`src/design/bounded_stack_with_bottom_increment_assert.svh`:
```
// Assertion macros for the bounded stack block.
// Used by the top level; expects signals clk and arst_n in scope.
`ifndef BOUNDED_STACK_WITH_BOTTOM_INCREMENT_ASSERT_SVH
`define BOUNDED_STACK_WITH_BOTTOM_INCREMENT_ASSERT_SVH

// condition holds at every edge outside reset
`define BSBI_ASSERT_HOLDS(lbl, cond) \
	lbl: assert property (@(posedge clk) disable iff (!arst_n) (cond)) \
		else $error("bsbi: invariant violated");

// consequence holds in the same cycle as the antecedent
`define BSBI_ASSERT_SAME(lbl, ante, cons) \
	lbl: assert property (@(posedge clk) disable iff (!arst_n) (ante) |-> (cons)) \
		else $error("bsbi: same-cycle implication violated");

// consequence holds in the cycle after the antecedent
`define BSBI_ASSERT_NEXT(lbl, ante, cons) \
	lbl: assert property (@(posedge clk) disable iff (!arst_n) (ante) |=> (cons)) \
		else $error("bsbi: next-cycle implication violated");

`endif

```
`src/design/bsbi_ram.sv`:
```
// Generic single-port-write, single-port-read RAM with registered read data.
// No dependencies; holds the entries below the top of the stack.
`timescale 1ns / 1ps
`default_nettype none

module bsbi_ram #(
	parameter int WIDTH  = 64,
	parameter int DEPTH  = 64,
	parameter int ADDR_W = (DEPTH > 1) ? $clog2(DEPTH) : 1
) (
	input  logic              clk,
	input  logic              we,
	input  logic [ADDR_W-1:0] waddr,
	input  logic [WIDTH-1:0]  wdata,
	input  logic              re,
	input  logic [ADDR_W-1:0] raddr,
	output logic [WIDTH-1:0]  rdata
);

	logic [WIDTH-1:0] mem [DEPTH];

	// write port
	always_ff @(posedge clk) begin
		if (we) begin
			mem[waddr] <= wdata;
		end
	end

	// read port, registered read data
	always_ff @(posedge clk) begin
		if (re) begin
			rdata <= mem[raddr];
		end
	end

endmodule

`default_nettype wire

```
`config.mk`:
```
export PLATFORM = sky130hd
export DESIGN_NAME = bsbi_ram
export DESIGN_NICKNAME = d
export VERILOG_FILES = /design/src/design/bounded_stack_with_bottom_increment_assert.svh /design/src/design/bsbi_ram.sv
export SDC_FILE = /design/constraint.sdc
export NUM_CORES = 2
export LEC_CHECK = 0
export BUFFER_PORTS_ARGS = -buffer_cell sky130_fd_sc_hd__buf_2
export CORE_MARGIN = 2
export CORE_UTILIZATION = 55
export CTS_BUF_LIST = sky130_fd_sc_hd__clkbuf_2 sky130_fd_sc_hd__clkbuf_4 sky130_fd_sc_hd__clkbuf_8
export DETAILED_ROUTE_END_ITERATION = 6
export PLACE_DENSITY = 0.71
export SYNTH_ARGS = -nofsm -noshare
export SYNTH_HDL_FRONTEND = slang
export SYNTH_SLANG_ARGS = --single-unit
```
`constraint.sdc`:
```
create_clock -name clk -period 6.1 [get_ports clk]
set_input_delay 0 -clock clk [delete_from_list [all_inputs] [get_ports clk]]
set_output_delay 0 -clock clk [all_outputs]
set_load 0.05 [all_outputs]
```
# After elaboration in Yosys (flattened, before gate mapping)
# Memory sizes are Yosys's and may differ from the RTL's. A register that Yosys moved wholly into a read port is not among the register bits.
# Index checks and enable logic that the tools add are counted.
# totals
regBits	0
ram_bits	4096
inputBits	79
wordCells	3
n_memories	1
# op_classes
n_mux	2
# memory_table
memory	words	width	read_ports	rd_clocked_by_memory_dff	write_ports	line	source
mem	64	64	1	1	1	bsbi_ram.sv:20	logic [WIDTH-1:0] mem [DEPTH];
# ops
op	count
two-way mux 1 bit	2

# Depth between registers and ports, before layout
# depth
depth_word	2
ltp_mapped	9
mapped_depth_nobuf	5

# Worst setup path after synthesis
# Ideal clock, no wire load.
# synth_path
kind	in2reg
start	input port waddr[3]
end	memory mem[48][0] (enable)
setup_ps	564
arrival_ps	4872
slack_ps	664
path_stages	4
path_cell_list	clkbuf_1 -> nor2b_1 -> nand4b_1 -> nor3_1
# synth_rtl
element	line	source
from (decl)	bsbi_ram.sv:13	input logic [ADDR_W-1:0] waddr,
to (decl)	bsbi_ram.sv:20	
# Straight into the memory's write port.

# Worst setup path in the final report
# layout_path
start	input port waddr[4]
end	memory mem[19][56] (enable)
# Straight into the memory's write port.

==> results.md <==
* Status: finished clean
* Clock tree buffer depth at 4
* PortBufs at 142
* Latest clock arrival within the worst-skew pair at 1.20 ns
* Hold_sp: wdata[1]
* Core area at 284000 µm²
* Slowest stage cell on the critical path: nor2_4
* Setup bufs post-CTS at 0
* Die area at 290000 µm²
* Pwr Density at 324 nW/µm²
* Worst Skew at between 0.04 and 0.05 ns
* Post-synth top area share at 79.6%
* Flop2flop setup slack at roughly 4.1 ns
* Mapped Avg Cell Area at 23.8 µm²
* DRT antenna net count at 0
* Placed insts at 10.3k
* Vias in the first global route at roughly 78k
* Delay-heaviest family, CP: buffers and inverters
* Reg clk slew, reported paths at 0.06 ns
* Crit-path most repeated cell: dlygate4sd3_1
* Tcrit/Tclk final at between 40% and 50%
* WS Path Type: in2reg
* CP max stage delay at 1.05 ns
* Worst r2r path cells at 5
* Via density per instance at 6.71
* Worst R2R End: rdata[33]
* DRT Pass-1 Iters at 6
* Setup TNS at 0 ns
* R2r startpoint: mem[58][33]
* Worst setup EP type: flop
* Drt wl/cell at 35.6 µm
* Grt ovf at 0
* Synth unique cells at 32
* Ys flop type: edfxtp_1
* Detailed Route WL at around 410000 µm
* CTS Buf Count at 641
* RSZ-0062 raised after global routing: false
* Largest net degree at the start of global routing at about 110
* Site row count at 196
* Die Y at 538 µm
* Worst setup SP type: input pin
* Slew headroom at 13.7%
* Post-synthesis instance total at 6598
* Root Driver: clkbuf_8
* Power, Total at between 50 and 60 mW
* 1st-iter DRT viols at 11.4k
* Syn nets at 6677
* Hold crit path type: in2reg
* IO Count at 143
* Final min period at 3.03 ns
* Post-synth top area cell: edfxtp_1
* Clock sink total at 4160
* Max FO, Critical Path at 25
* Hold path cells at 2
* Total track usage at 28.3%
* Leakage power total at 55.3 nW
* Maxcap violations at 0
* Initial Utilization at 55.2%
* VDD IR max at 0.273 mV
* Seq/Total Area, Yosys at 79.6%
* Share of cells above drive strength 1 at 31.4%
* Initial antenna violation count at 43
* Synth top area cells: edfxtp_1 (80%), mux4_2 (15%), mux2i_1 (0.86%)
* Endpoints failing hold at 0
* Post-synth EDFFs at 4160
* FMAX at about 330 MHz
* Final HPWL DP at between 200000 and 250000 µm
* CTS tree: yes
* Fillers at 18.8k
* DRC Markers at 0
* Synth async-reset ratio at 0%
* Global-route wire length before repair at 578000 µm
* H-tree depth at 6
* Final nets at 7367
* Die width at about 540 µm
* Syn. warnings at 0
* Post-route insts no fill at ~12k
* Gpl congestion at 0.814
* Crit path buf inv count at 4
* #FFs+latches synth at 4160
* Area growth, synth to finish at 12.3%
* Final-report setup violation count at 0
* Actual slew at the worst max-slew pin at 1.29 ns
* CP Data Arrival Time at 3.82 ns
* Cells along the critical path: dlygate4sd3_1, buf_2, nor2b_1, dlygate4sd3_1, nand2b_1, nor2_4, buf_4
* Mapped Area at roughly 160000 µm²
* Hold path endpoint: mem[51][1]
* Final Slew Violations at 0
* Vias at between 70k and 80k
* CP Data Required Time at 6.89 ns
-- timing repair --
item / 4_1_cts / 5_1_grt
resized for setup: 0 / 0
endpoints found under the hold margin: 4785 / 0
hold buffers: 84 / 0
-- logic make-up (layout without fill, tap and decap cells) --
family | after synthesis | after routing | synth area share (%)
muxes | 1159 | 1159 | 15.6
AOI/OAI and AO/OA | 504 | 504 | 2.47
and+or+nand+nor | 386 | 386 | 1.23
buffers and inverters | 389 | 1565 | 1.18
DFF | 4160 | 4160 | 79.6
other | 0 | 12 | 0
-- metal layers --
layer	GRT usage [%]	up-vias	part of all wire (%)
li1	-	30000	-
met1	40.3	41500	37
met2	44.8	5178	49
met3	5.35	731	11
met4	9.29	14	3.2
met5	0	-	0.019
-- cell usage after synthesis, types with 28 or more instances --
cell	n
edfxtp_1	4160
mux4_2	1024
buf_2	170
a22oi_1	168
clkbuf_1	140
mux2i_1	135
nor2_1	112
a22o_1	88
o22ai_1	83
and3_1	64
a211oi_1	63
nand2_1	58
nand3_1	45
o221ai_1	38
buf_4	34
or3_1	29
nor2b_1	28
or2_2	28
-- stage by stage --
| stage | hold WS, ns | utilization, % | setup slack (ns) | cell area [µm²] |
|---|---|---|---|---|
| after floorplan | 0.0989 | - | 0.664 | 157000 |
| after global placement | 0.605 | 57.3 | 2.86 | 163000 |
| after detailed placement | 0.576 | 57.3 | 2.84 | 163000 |
| after CTS | 0.00727 | 62.0 | 3.22 | 176000 |
| after global routing | 0.131 | 62.0 | 3.09 | 176000 |
| final | 0.0816 | 62.0 | 3.07 | 176000 |
-- area by class of cell --
class                      count  area, µm²  area share (%)
antenna                       12       30.0          0.0170
clock buffer                 864      10500            5.97
clock inverter               265       1840            1.04
tap                         3762       4710            2.67
timing repair buffer         417       3510            1.99
sequential                  4160     125000            70.8
inverter                      19       71.3          0.0404
multi-input combinational   2049      30800            17.5
-- sequential cells by signal, indices dropped and copies added, names as in the netlist --
name,cells
rdata,64
mem,4096
-- placed cells by master, fill, tap and decap left out, types with 11 or more instances in the layout --
cell type | synthesis | layout
nand3_1 | 45 | 45
a31oi_1 | 18 | 18
nor2b_1 | 28 | 24
or3_1 | 29 | 29
mux4_2 | 1024 | 1024
inv_8 | 0 | 17
edfxtp_1 | 4160 | 4160
a22oi_1 | 168 | 168
dlygate4sd3_1 | 0 | 83
inv_1 | 19 | 19
clkbuf_8 | 0 | 645
buf_2 | 170 | 138
nand2_1 | 58 | 55
nor2_1 | 112 | 47
buf_12 | 0 | 40
nor2_4 | 0 | 65
clkinv_1 | 0 | 150
bufinv_16 | 0 | 11
or2_2 | 28 | 28
inv_12 | 0 | 11
a22o_1 | 88 | 88
and3_1 | 64 | 64
clkbuf_4 | 0 | 219
a2bb2oi_1 | 19 | 19
mux2i_1 | 135 | 135
inv_6 | 0 | 11
a211oi_1 | 63 | 63
o22ai_1 | 83 | 83
o221ai_1 | 38 | 38
buf_4 | 34 | 154
diode_2 | 0 | 12
clkinv_8 | 0 | 11
clkinv_2 | 0 | 48
a41oi_1 | 26 | 26
-- report_power, final --
group / switching [mW] / internal (mW)
clock network: 10.8 / 11.8
logic: 1.78 / 0.994
registers: 0.124 / 31.7
total: 12.7 / 44.5
-- worst max path at each step --
| stage | start | endpoint | slack (ns) | cells after the start |
|---|---|---|---|---|
| floorplan | waddr[3] | mem[48][0] | 0.66 | 4 |
| global placement | raddr[2] | rdata[52] | 2.86 | 6 |
| detailed placement | raddr[2] | rdata[16] | 2.84 | 7 |
| CTS | waddr[4] | mem[19][56] | 3.22 | 7 |
| global route | waddr[4] | mem[19][56] | 3.09 | 7 |
| finish | waddr[4] | mem[19][56] | 3.07 | 7 |
-- worst reg2reg max path: cells and delay by family, from the launching register on --
family	cells	cell delay (ns)
AOI/OAI and AO/OA	3	0.59
DFF	1	0.37
muxes	2	0.80
Power figures use the tool's default switching activity.
